==> config.mk <==
export PLATFORM = sky130hd
export DESIGN_NAME = delta_timer_queue
export DESIGN_NICKNAME = d
export VERILOG_FILES = /design/src/design/dtq_pkg.sv /design/src/design/delta_timer_queue.sv /design/src/design/dtq_ram.sv
export SDC_FILE = /design/constraint.sdc
export NUM_CORES = 1
export LEC_CHECK = 0
export BUFFER_PORTS_ARGS = -buffer_cell sky130_fd_sc_hd__buf_4
export CORE_MARGIN = 2
export CORE_UTILIZATION = 45
export CTS_CLUSTER_DIAMETER = 120
export DETAILED_ROUTE_END_ITERATION = 16
export GPL_TIMING_DRIVEN = 0
export SETUP_SLACK_MARGIN = 0.2
export SYNTH_ARGS = -nofsm -noshare
export SYNTH_HDL_FRONTEND = slang
export SYNTH_SLANG_ARGS = --single-unit
==> constraint.sdc <==
create_clock -name clk -period 6.5 [get_ports clk]
set_input_delay 0.65 -clock clk [delete_from_list [all_inputs] [get_ports clk]]
set_output_delay 0.65 -clock clk [all_outputs]
set_load 0.02 [all_outputs]
==> src/design/dtq_pkg.sv <==
// Shared types and codes for the delta-list timer queue
package dtq_pkg;

	// Most release words one command may produce
	localparam int MAX_RESULTS = 16;
	localparam int REL_CNT_W   = $clog2(MAX_RESULTS);

	typedef enum logic [1:0] {
		OP_INSERT  = 2'd0,
		OP_TICK    = 2'd1,
		OP_RELEASE = 2'd2,
		OP_UNUSED  = 2'd3
	} op_t;

	typedef enum logic [1:0] {
		KIND_INSERTED = 2'd0,
		KIND_FULL     = 2'd1,
		KIND_RELEASED = 2'd2,
		KIND_NONE     = 2'd3
	} kind_t;

	typedef struct packed {
		op_t         opcode;
		logic [7:0]  thread_id;
		logic [31:0] delay_ticks;
	} cmd_t;

	typedef struct packed {
		kind_t      kind;
		logic [7:0] woken_id;
		logic       last;
	} res_t;

	typedef enum logic [2:0] {
		ST_IDLE,
		ST_INS_POP,
		ST_INS_CHK,
		ST_INS_NEW,
		ST_INS_PREV,
		ST_REL_CHK,
		ST_REL_FIN
	} state_t;

endpackage

==> src/design/delta_timer_queue.sv <==
// Delta-list timer queue.
// Command channel: a word on cmd is taken at a rising edge with start high and
// busy low. opcode selects insert (thread_id, delay_ticks), tick-then-release
// or release. Result channel: each result word sits on res for one cycle with
// done high; the receiver must take it, there is no back-pressure.
// Insert and full reject give one word; a release gives one word per expired
// thread (up to 16, last marked) or a single "nothing released" word.
// Timing: full reject, empty release and the unused opcode answer in the cycle
// after the command. Insert walks the list one entry read per cycle through
// the single read port of the entry RAM. Release of a non-empty list steps
// through the expired head entries and stops at the first unexpired one.
// busy stays high until the final word of the command is on res; the next
// command may be given in the cycle of that word.
// Reset clears the list (empty, all slots free); RAM contents are left as
// they are, since only entries reached through the list are ever read. Fresh
// slots are handed out by a fill count; freed slots go on a free list and are
// reused first.
module delta_timer_queue #(
	parameter int QUEUE_DEPTH = 16,
	parameter int ID_BITS     = 8
) (
	input  logic           clk,
	input  logic           arst_n,
	input  logic           start,
	output logic           busy,
	input  dtq_pkg::cmd_t  cmd,
	output logic           done,
	output dtq_pkg::res_t  res
);

	localparam int SLOT_W = $clog2(QUEUE_DEPTH);
	localparam int OCC_W  = $clog2(QUEUE_DEPTH + 1);
	localparam logic [OCC_W-1:0] DEPTH_OCC = OCC_W'(QUEUE_DEPTH);

	typedef struct packed {
		logic [ID_BITS-1:0] id;
		logic [31:0]        delta;
		logic [SLOT_W-1:0]  link;
	} entry_t;

	localparam int ENTRY_W = $bits(entry_t);

	dtq_pkg::state_t state_q, state_d;

	logic [SLOT_W-1:0]  head_q, head_d;
	logic [OCC_W-1:0]   occ_q, occ_d;
	logic [OCC_W-1:0]   fresh_q, fresh_d;
	logic [SLOT_W-1:0]  fhead_q, fhead_d;
	logic               have_prev_q, have_prev_d;
	logic               tick_q, tick_d;
	logic               pend_valid_q, pend_valid_d;
	logic [dtq_pkg::REL_CNT_W-1:0] rcnt_q, rcnt_d;
	logic               done_q, done_d;
	dtq_pkg::res_t      res_q, res_d;

	logic [SLOT_W-1:0]  slot_q, slot_d;
	logic [SLOT_W-1:0]  cur_q, cur_d;
	logic [SLOT_W-1:0]  prev_q, prev_d;
	logic [SLOT_W-1:0]  link_new_q, link_new_d;
	logic [OCC_W-1:0]   idx_q, idx_d;
	logic [31:0]        d_q, d_d;
	logic [ID_BITS-1:0] id_q, id_d;
	logic [ID_BITS-1:0] pend_id_q, pend_id_d;
	entry_t             prev_word_q, prev_word_d;

	logic               mem_we;
	logic [SLOT_W-1:0]  mem_waddr;
	logic [SLOT_W-1:0]  mem_raddr;
	entry_t             mem_wdata;
	logic [ENTRY_W-1:0] mem_rdata;
	entry_t             rd;
	entry_t             rel_word;
	logic [OCC_W-1:0]   idx_inc;

	function automatic dtq_pkg::res_t mk_res(dtq_pkg::kind_t k, logic [ID_BITS-1:0] id,
			logic lst);
		dtq_pkg::res_t r;
		r.kind     = k;
		r.woken_id = 8'(id);
		r.last     = lst;
		return r;
	endfunction

	dtq_ram #(
		.DEPTH(QUEUE_DEPTH),
		.WIDTH(ENTRY_W)
	) u_ram (
		.clk  (clk),
		.we   (mem_we),
		.waddr(mem_waddr),
		.wdata(mem_wdata),
		.raddr(mem_raddr),
		.rdata(mem_rdata)
	);

	assign rd      = entry_t'(mem_rdata);
	assign idx_inc = idx_q + 1'b1;

	// head word as seen by a release step: tick decrement applied on the first step
	always_comb begin
		rel_word = rd;
		if (tick_q && rd.delta != 32'd0) begin
			rel_word.delta = rd.delta - 32'd1;
		end
	end

	// next state, RAM access and result word
	always_comb begin
		state_d      = state_q;
		head_d       = head_q;
		occ_d        = occ_q;
		fresh_d      = fresh_q;
		fhead_d      = fhead_q;
		have_prev_d  = have_prev_q;
		tick_d       = tick_q;
		pend_valid_d = pend_valid_q;
		rcnt_d       = rcnt_q;
		slot_d       = slot_q;
		cur_d        = cur_q;
		prev_d       = prev_q;
		link_new_d   = link_new_q;
		idx_d        = idx_q;
		d_d          = d_q;
		id_d         = id_q;
		pend_id_d    = pend_id_q;
		prev_word_d  = prev_word_q;
		done_d       = 1'b0;
		res_d        = res_q;
		mem_we       = 1'b0;
		mem_waddr    = '0;
		mem_wdata    = '0;
		mem_raddr    = '0;

		unique case (state_q)
			dtq_pkg::ST_IDLE: begin
				if (start) begin
					unique case (cmd.opcode)
						dtq_pkg::OP_INSERT: begin
							if (occ_q == DEPTH_OCC) begin
								done_d = 1'b1;
								res_d  = mk_res(dtq_pkg::KIND_FULL, '0, 1'b1);
							end else begin
								id_d        = ID_BITS'(cmd.thread_id);
								d_d         = cmd.delay_ticks;
								have_prev_d = 1'b0;
								link_new_d  = '0;
								idx_d       = '0;
								cur_d       = head_q;
								// reuse a freed slot first, else take a fresh one
								if (occ_q < fresh_q) begin
									slot_d    = fhead_q;
									mem_raddr = fhead_q;
									state_d   = dtq_pkg::ST_INS_POP;
								end else begin
									slot_d  = SLOT_W'(fresh_q);
									fresh_d = fresh_q + 1'b1;
									if (occ_q == '0) begin
										state_d = dtq_pkg::ST_INS_NEW;
									end else begin
										mem_raddr = head_q;
										state_d   = dtq_pkg::ST_INS_CHK;
									end
								end
							end
						end
						dtq_pkg::OP_TICK, dtq_pkg::OP_RELEASE: begin
							if (occ_q == '0) begin
								done_d = 1'b1;
								res_d  = mk_res(dtq_pkg::KIND_NONE, '0, 1'b1);
							end else begin
								mem_raddr    = head_q;
								tick_d       = (cmd.opcode == dtq_pkg::OP_TICK);
								pend_valid_d = 1'b0;
								rcnt_d       = '0;
								state_d      = dtq_pkg::ST_REL_CHK;
							end
						end
						dtq_pkg::OP_UNUSED: begin
							done_d = 1'b1;
							res_d  = mk_res(dtq_pkg::KIND_NONE, '0, 1'b1);
						end
					endcase
				end
			end

			// free list pop: the freed slot's link names the next free slot
			dtq_pkg::ST_INS_POP: begin
				fhead_d = rd.link;
				if (occ_q == '0) begin
					state_d = dtq_pkg::ST_INS_NEW;
				end else begin
					mem_raddr = head_q;
					state_d   = dtq_pkg::ST_INS_CHK;
				end
			end

			// walk: stop before the first strictly larger delta
			dtq_pkg::ST_INS_CHK: begin
				if (rd.delta > d_q) begin
					mem_we          = 1'b1;
					mem_waddr       = cur_q;
					mem_wdata       = rd;
					mem_wdata.delta = rd.delta - d_q;
					link_new_d      = cur_q;
					state_d         = dtq_pkg::ST_INS_NEW;
				end else begin
					d_d         = d_q - rd.delta;
					prev_d      = cur_q;
					prev_word_d = rd;
					have_prev_d = 1'b1;
					idx_d       = idx_inc;
					if (idx_inc == occ_q) begin
						link_new_d = '0;
						state_d    = dtq_pkg::ST_INS_NEW;
					end else begin
						cur_d     = rd.link;
						mem_raddr = rd.link;
					end
				end
			end

			// write the new entry
			dtq_pkg::ST_INS_NEW: begin
				mem_we         = 1'b1;
				mem_waddr      = slot_q;
				mem_wdata.id    = id_q;
				mem_wdata.delta = d_q;
				mem_wdata.link  = link_new_q;
				if (have_prev_q) begin
					state_d = dtq_pkg::ST_INS_PREV;
				end else begin
					head_d  = slot_q;
					occ_d   = occ_q + 1'b1;
					done_d  = 1'b1;
					res_d   = mk_res(dtq_pkg::KIND_INSERTED, '0, 1'b1);
					state_d = dtq_pkg::ST_IDLE;
				end
			end

			// relink the predecessor
			dtq_pkg::ST_INS_PREV: begin
				mem_we         = 1'b1;
				mem_waddr      = prev_q;
				mem_wdata      = prev_word_q;
				mem_wdata.link = slot_q;
				occ_d          = occ_q + 1'b1;
				done_d         = 1'b1;
				res_d          = mk_res(dtq_pkg::KIND_INSERTED, '0, 1'b1);
				state_d        = dtq_pkg::ST_IDLE;
			end

			// release step: one head entry per cycle, each word held as pending so the final one can be marked last
			dtq_pkg::ST_REL_CHK: begin
				tick_d    = 1'b0;
				mem_we    = 1'b1;
				mem_waddr = head_q;
				mem_wdata = rel_word;
				if (rel_word.delta != 32'd0) begin
					done_d  = 1'b1;
					res_d   = pend_valid_q ?
						mk_res(dtq_pkg::KIND_RELEASED, pend_id_q, 1'b1) :
						mk_res(dtq_pkg::KIND_NONE, '0, 1'b1);
					pend_valid_d = 1'b0;
					state_d = dtq_pkg::ST_IDLE;
				end else begin
					// expired: push slot on the free list
					mem_wdata.link = fhead_q;
					fhead_d        = head_q;
					if (pend_valid_q) begin
						done_d = 1'b1;
						res_d  = mk_res(dtq_pkg::KIND_RELEASED, pend_id_q, 1'b0);
					end
					pend_valid_d = 1'b1;
					pend_id_d    = rel_word.id;
					occ_d        = occ_q - 1'b1;
					head_d       = rel_word.link;
					rcnt_d       = rcnt_q + 1'b1;
					if (occ_q == OCC_W'(1) ||
							rcnt_q == dtq_pkg::REL_CNT_W'(dtq_pkg::MAX_RESULTS - 1)) begin
						state_d = dtq_pkg::ST_REL_FIN;
					end else begin
						mem_raddr = rel_word.link;
					end
				end
			end

			dtq_pkg::ST_REL_FIN: begin
				done_d       = 1'b1;
				res_d        = mk_res(dtq_pkg::KIND_RELEASED, pend_id_q, 1'b1);
				pend_valid_d = 1'b0;
				state_d      = dtq_pkg::ST_IDLE;
			end

			default: begin
				state_d = dtq_pkg::ST_IDLE;
			end
		endcase
	end

	// control registers
	always_ff @(posedge clk or negedge arst_n) begin
		if (!arst_n) begin
			state_q      <= dtq_pkg::ST_IDLE;
			head_q       <= '0;
			occ_q        <= '0;
			fresh_q      <= '0;
			have_prev_q  <= 1'b0;
			tick_q       <= 1'b0;
			pend_valid_q <= 1'b0;
			rcnt_q       <= '0;
			done_q       <= 1'b0;
		end else begin
			state_q      <= state_d;
			head_q       <= head_d;
			occ_q        <= occ_d;
			fresh_q      <= fresh_d;
			have_prev_q  <= have_prev_d;
			tick_q       <= tick_d;
			pend_valid_q <= pend_valid_d;
			rcnt_q       <= rcnt_d;
			done_q       <= done_d;
		end
	end

	// payload registers
	always_ff @(posedge clk) begin
		fhead_q     <= fhead_d;
		slot_q      <= slot_d;
		cur_q       <= cur_d;
		prev_q      <= prev_d;
		link_new_q  <= link_new_d;
		idx_q       <= idx_d;
		d_q         <= d_d;
		id_q        <= id_d;
		pend_id_q   <= pend_id_d;
		prev_word_q <= prev_word_d;
		res_q       <= res_d;
	end

	assign busy = (state_q != dtq_pkg::ST_IDLE);
	assign done = done_q;
	assign res  = res_q;

endmodule

==> src/design/dtq_ram.sv <==
// Simple dual-port synchronous RAM, one write and one registered read per cycle
module dtq_ram #(
	parameter int DEPTH = 16,
	parameter int WIDTH = 44
) (
	input  logic                     clk,
	input  logic                     we,
	input  logic [$clog2(DEPTH)-1:0] waddr,
	input  logic [WIDTH-1:0]         wdata,
	input  logic [$clog2(DEPTH)-1:0] raddr,
	output logic [WIDTH-1:0]         rdata
);

	logic [WIDTH-1:0] mem [DEPTH];

	// write port
	always_ff @(posedge clk) begin
		if (we) begin
			mem[waddr] <= wdata;
		end
	end

	// read port, registered
	always_ff @(posedge clk) begin
		rdata <= mem[raddr];
	end

endmodule

### Yosys cells after proc, flatten, opt, wreduce, memory -nomap -nowiden

Memory sizes are Yosys's and may differ from the RTL's. A register that Yosys moved wholly into a read port is not among the register bits.
Cells that the tools add are included.

| storage, ports and cells | value |
|---|---|
| bits in registers | 149 |
| output and inout bits | 13 |
| RAM bits | 704 |
| input bits | 45 |
| memories kept | 1 |
| logic and storage cells | 200 |

| cells by class | value |
|---|---|
| bitwise operators | 4 |
| muxes and demuxes | 99 |
| reduce and logical (&&, ||, !) cells | 33 |
| $lt $le $gt $ge | 2 |
| $add $sub $neg | 8 |
| eq/ne operators | 30 |

Memories:

| name | words | width | rd ports | clocked after Yosys merged registers in | write ports | RTL line | source |
|---|---|---|---|---|---|---|---|
| u_ram.mem | 16 | 44 | 1 | 1 | 1 | dtq_ram.sv:14 | `logic [WIDTH-1:0] mem [DEPTH];` |

Operators by type and width:

| kind | count |
|---|---|
| 44-bit one-hot mux with 4 select lines | 1 |
| 32-bit two-way mux | 5 |
| 4-bit two-way mux | 28 |
| 11-bit two-way mux | 6 |
| 32-bit one-hot mux with 2 select lines | 1 |
| 32-bit nonzero test | 2 |
| 32-bit subtractor | 2 |
| 11-bit one-hot mux with 5 select lines | 1 |
| 4-bit one-hot mux with 2 select lines | 6 |
| 44-bit two-way mux | 1 |
| 11-bit one-hot mux with 3 select lines | 1 |
| 32-bit greater-than comparator | 1 |
| 4-bit one-hot mux with 4 select lines | 2 |
| 32-bit by 1-bit subtractor with 32-bit output (second input constant) | 1 |
| 5-bit two-way mux | 6 |
| 3-bit two-way mux | 8 |
| 1-bit two-way mux | 21 |
| 3-bit inequality test (second input constant) | 7 |
| 5-bit AND reduction | 4 |
| 6-bit AND reduction | 3 |
| 5-bit by 1-bit adder with 5-bit output (second input constant) | 3 |
| 3-bit one-hot mux with 5 select lines | 1 |
| 5-bit one-hot mux with 3 select lines | 1 |
| 2-bit inequality test (second input constant) | 7 |
| other kinds (35) | 57 |

### Depth between registers and ports, before layout

| depth | value |
|---|---|
| word-level depth | 7 |
| mapped depth | 17 |

### Modules after synthesis

A second synthesis with hierarchy kept.

| second synthesis, totals | value |
|---|---|
| cells, all modules | 2,443 |
| area total of the unflattened synthesis | 38,937.3 um2 |

By module, submodules not included:

| module | seq. area each (um2) | instances | area each (um2) | cells each |
|---|---|---|---|---|
| dtq_ram | 22,021.1 | 1 | 27,267.4 | 1,142 |
| delta_timer_queue | 4,349.2 | 1 | 11,669.9 | 1,301 |

### Worst setup path before layout

Ideal clock, no wire load.

| timing | value |
|---|---|
| path kind | register -> register |
| start point | register u_ram.rdata[4] (read register of u_ram.mem) |
| end point | memory u_ram.mem[0][0] (enable) |
| cell stages (with the launch flop) | 15 |
| path slack | 1.128 ns |
| arrival time | 4.926 ns |
| path buffers | 0 |
| setup time | 0.446 ns |
| required time | 6.054 ns |
| clock period less this slack | 5.372 ns |
| cell sequence | dfxtp_1 > inv_1 > ha_1 > inv_1 > fa_1 > a21o_1 > a21oi_1 > o21ai_0 > a21oi_1 > a22o_1 > nor3_1 > a221o_1 > or2_2 > a21o_1 > nor2_1 |

| on the way | value |
|---|---|
| cells in the longest elaborated chain, start to end | 5 |
| elaborated cells on any way between the ends | 7 |
| classes of those cells | 1 x order compare; 6 x mux |

RTL lines:

| item | RTL line | source |
|---|---|---|
| start: declaration | dtq_ram.sv:11 | `output logic [WIDTH-1:0] rdata` |
| 32-bit greater-than comparator (*) | delta_timer_queue.sv:199 | `if (rd.delta > d_q) begin` |
| 1-bit two-way mux | delta_timer_queue.sv:199 |  |
| 1-bit one-hot mux with 2 select lines | delta_timer_queue.sv:134 | `unique case (state_q)` |
| 1-bit two-way mux | dtq_ram.sv:18 | `if (we) begin` |
| 1-bit two-way mux (implied by the code) | dtq_ram.sv:19 | `mem[waddr] <= wdata;` |
| end: declaration | dtq_ram.sv:14 |  |

Mark *: on every way between the ends. The rest lies on a longest branch, timed or not.

### Final worst setup path

| timing | value |
|---|---|
| start point | register u_ram.rdata[6] (read register of u_ram.mem) |
| end point | register u_ram.rdata[18] (read register of u_ram.mem) |

| on the way | value |
|---|---|
| cells in the longest elaborated chain, start to end | 6 |
| elaborated cells on any way between the ends | 9 |
| classes of those cells | 1 x add/sub; 1 x order compare; 4 x mux; 3 x reduce/logical |

RTL lines:

| item | RTL line |
|---|---|
| parallel branches: the longest is 5 deep, another holds 32-bit by 1-bit subtractor with 32-bit output | -- |
| 4-bit one-hot mux with 4 select lines (*) | delta_timer_queue.sv:134 |

Every way passes the cells marked *.
A chain may end at the register's enable or synchronous reset.

==> impl_metrics.env <==
export IMPL_status="finished, final reports clean"
export IMPL_insertion_delay_ns=0.68
export IMPL_synth_ff_type="edfxtp_1"
export IMPL_route_detailed_drc=0
export IMPL_initial_utilization_pct=45.45
export IMPL_holdWs_ns=0.1482
export IMPL_fin_crit_ns=6.185
export IMPL_async_flop_share_pct=2.787
export IMPL_cts_root_buf="clkbuf_16"
export IMPL_clockBufferDepth=3
export IMPL_row_count=108
export IMPL_path_class="reg -> reg"
export IMPL_syn_nets=2930
export IMPL_critPathArrivalTime_ns=6.76
export IMPL_ir_worst_vdd_uv=255.5
export IMPL_dp_cells=4066
export IMPL_final_core_util_pct=52.56
export IMPL_drt_iter0_markers=2802
export IMPL_path_clk_slew_ns=0.06
export IMPL_slew_violations=0
export IMPL_core_area_um2=86750
export IMPL_rsz0062_at_grt="false"
export IMPL_cap_violations=0
export IMPL_p_leak_nw=16.71
export IMPL_die_h_um=300
export IMPL_drive_above_1_share_pct=12.36
export IMPL_synth_area_per_cell_um2=14.06
export IMPL_cp_slowest_cell="nor4_1"
export IMPL_fin_total_pwr_mw=24.29
export IMPL_ant_nets=0
export IMPL_slew_headroom_pct=9.765
export IMPL_vias=25470
export IMPL_setup_violations=0
export IMPL_crit_path_max_fanout=10
export IMPL_die_x_um=300
export IMPL_antenna_found_initial=5
export IMPL_ys_types=86
export IMPL_cpPeakStageDelay_ns=0.70
export IMPL_power_density_nw_per_um2=532.6
export IMPL_avgRoutedWirePerCell_um=27.62
export IMPL_fin_crit_sh_pct=95.16
export IMPL_grt_util_all_layers_pct=25.76
export IMPL_worst_pin_slew_ns=1.354
export IMPL_cts_tree="built"
export IMPL_synth_area_leader_cell="edfxtp_1"
export IMPL_stdcell_count=4262
export IMPL_synthesis_area_um2=39430
export IMPL_synth_seq_cells=897
export IMPL_fin_nets=3151
export IMPL_cts_buffers_inserted=96
export IMPL_io_pins=58
export IMPL_grt_max_degree=35
export IMPL_grt_pass1_wl_mm=170.0
export IMPL_clkSinkCount=897
export IMPL_syn2layout_area_growth_pct=15.66
export IMPL_first_pass_iters=6
export IMPL_setup_worst_path_end_class="register"
export IMPL_synth_top_area_share_pct=63.06
export IMPL_viasPerCell=5.977
export IMPL_synth_edf_count=828
export IMPL_yosysWarningCount=0
export IMPL_start_kind="register"
export IMPL_worstPathCellList="or4_1, clkbuf_1, nor4_1, o2111ai_1, o21ai_0, o211ai_1, nor4_4, nand2_2, o221ai_2, buf_2, nand3_2, clkbuf_1, o22ai_1, a211o_1"
export IMPL_hold_viol=0
export IMPL_max_freq_ghz=0.1617
export IMPL_place_gp_congestion=0.8979
export IMPL_diodes=0
export IMPL_skew_ns=0.03922
export IMPL_synth_most_common_cell="edfxtp_1"
export IMPL_seq_area_frac_synth_pct=66.88
export IMPL_min_path_type="in -> reg"
export IMPL_synthCells=2805
export IMPL_htree_levels=3
export IMPL_wirelength_mm=117.7
export IMPL_globalRoute_totalOverflow=0
export IMPL_synth_common_cells="828 x edfxtp_1, 313 x mux2i_1, 223 x nand2_1, 113 x inv_1, 107 x o21ai_0"
export IMPL_die_area_um2=90000
export IMPL_crit_top_cell="clkbuf_1"
export IMPL_cp_required_ns=7.07
export IMPL_dp_hpwl_mm=83.21
export IMPL_grt_pass1_vias=25090
export IMPL_io_buffers=56
export IMPL_synth_area_leaders="edfxtp_1 63%, mux2i_1 7.9%, ha_1 2.5%, dfxtp_1 2.2%, nand2_1 2.1%"
## layer usage
layer	track usage (%)	vias up	wire, um
li1	-	11340	-
met3	3.360	179	8641
met5	0	-	0
met2	40.82	1124	54580
met1	37.07	12830	51320
met4	8.095	0	3165
## worst max-delay path, delay by kind of cell (launching register included)
kind | cells | cell delay [ns]
AND/OR/NAND/NOR | 5 | 2.49
AO/OA/AOI/OAI | 6 | 1.98
flip-flops | 1 | 0.45
buffers and inverters | 3 | 1.13
## report_power, final
group	internal, mW	switching [mW]
combinational	3.42	6.67
sequential	8.08	0.650
clock	3.17	2.30
## area by class of cell
type / instances / area [um^2]
tap: 1155 / 1445
inverter: 113 / 424.2
sequential: 897 / 26370
clock buffer: 121 / 2600
buffer: 161 / 748.2
multi-input combinational: 1636 / 12100
clock inverter: 58 / 558.0
fill: 7194 / 41150
timing repair buffer: 121 / 1356
## path summary, 6_finish.rpt
| check | startpoint | end | slack, ns | depth (start not counted) |
|---|---|---|---|---|
| setup / recovery | u_ram.rdata[6]$_DFF_P_ | u_ram.rdata[18]$_DFF_P_ | 0.31 | 14 |
| hold / removal | cmd[39] | id_q[7]$_DFFE_PP_ | 0.15 | 1 |
| setup reg to reg | u_ram.rdata[6]$_DFF_P_ | u_ram.rdata[18]$_DFF_P_ | 0.31 | 14 |
| hold reg to reg | cur_q[2]$_DFFE_PP_ | prev_q[2]$_DFFE_PP_ | 0.46 | 0 |
| max in group asynchronous | arst_n | occ_q[0]$_DFFE_PN0P_ | 5.73 | 2 |
| min in group asynchronous | arst_n | pend_valid_q$_DFFE_PN0P_ | 0.46 | 2 |
## flip-flops by register name (all words and copies together) (netlist names)
name and cells:
d_q 32, link_new_q 4, u_ram.mem 704, fhead_q 4, head_q 4, occ_q 5
id_q 8, rcnt_q 4, pend_valid_q 1, state_q 3, tick_q 1, pend_id_q 8
res 11, u_ram.rdata 44, done 1, cur_q 4, fresh_q 5, slot_q 4
have_prev_q 1, idx_q 5, prev_word_q 40, prev_q 4
## through the flow
step / cell area [um^2] / TNS (ns) / worst slack (ns)
floorplan: 39430 / 0 / 1.128
global placement: 41290 / -1769.44 / -2.801
detailed placement: 42260 / 0 / 0.1360
CTS: 45470 / 0 / 0.1260
global route: 45600 / 0 / 0.2191
finish: 45600 / 0 / 0.3145
## what timing repair did
| action | CTS | global route |
|---|---|---|
| setup buffers | 6 | 8 |
| resized for setup | 0 | 5 |
| pin swaps | 4 | 4 |
| cloned | 0 | 2 |
| endpoints found under the hold margin | 25 | 0 |
| endpoints found under the setup margin | 100 | 224 |
| hold buffers | 1 | 0 |
## cells in the final DEF (no fill, tap or decap), types with 59 or more instances in the layout
cell type  Yosys  final
a21oi_1       98     98
buf_4         17     91
clkbuf_1      92    110
clkbuf_16      0     99
edfxtp_1     828    828
ha_1          78     78
inv_1        113    112
mux2i_1      313    313
nand2_1      223    223
nor2_1        94     77
o21ai_0      107     87
o22ai_1       88     88
xnor2_1       59     59
## cells by family (layout without fill, tap and decap cells)
kind of cell / Yosys count / in the layout / synth area share, %
compound gates: 638 / 638 / 11.41
xor+xnor: 92 / 92 / 2.044
fa+ha+maj: 80 / 80 / 2.577
buf+inv: 274 / 574 / 2.973
flops: 897 / 897 / 66.88
mux: 314 / 314 / 7.975
simple gates: 510 / 512 / 6.137
(Power assumes the default switching activity.)
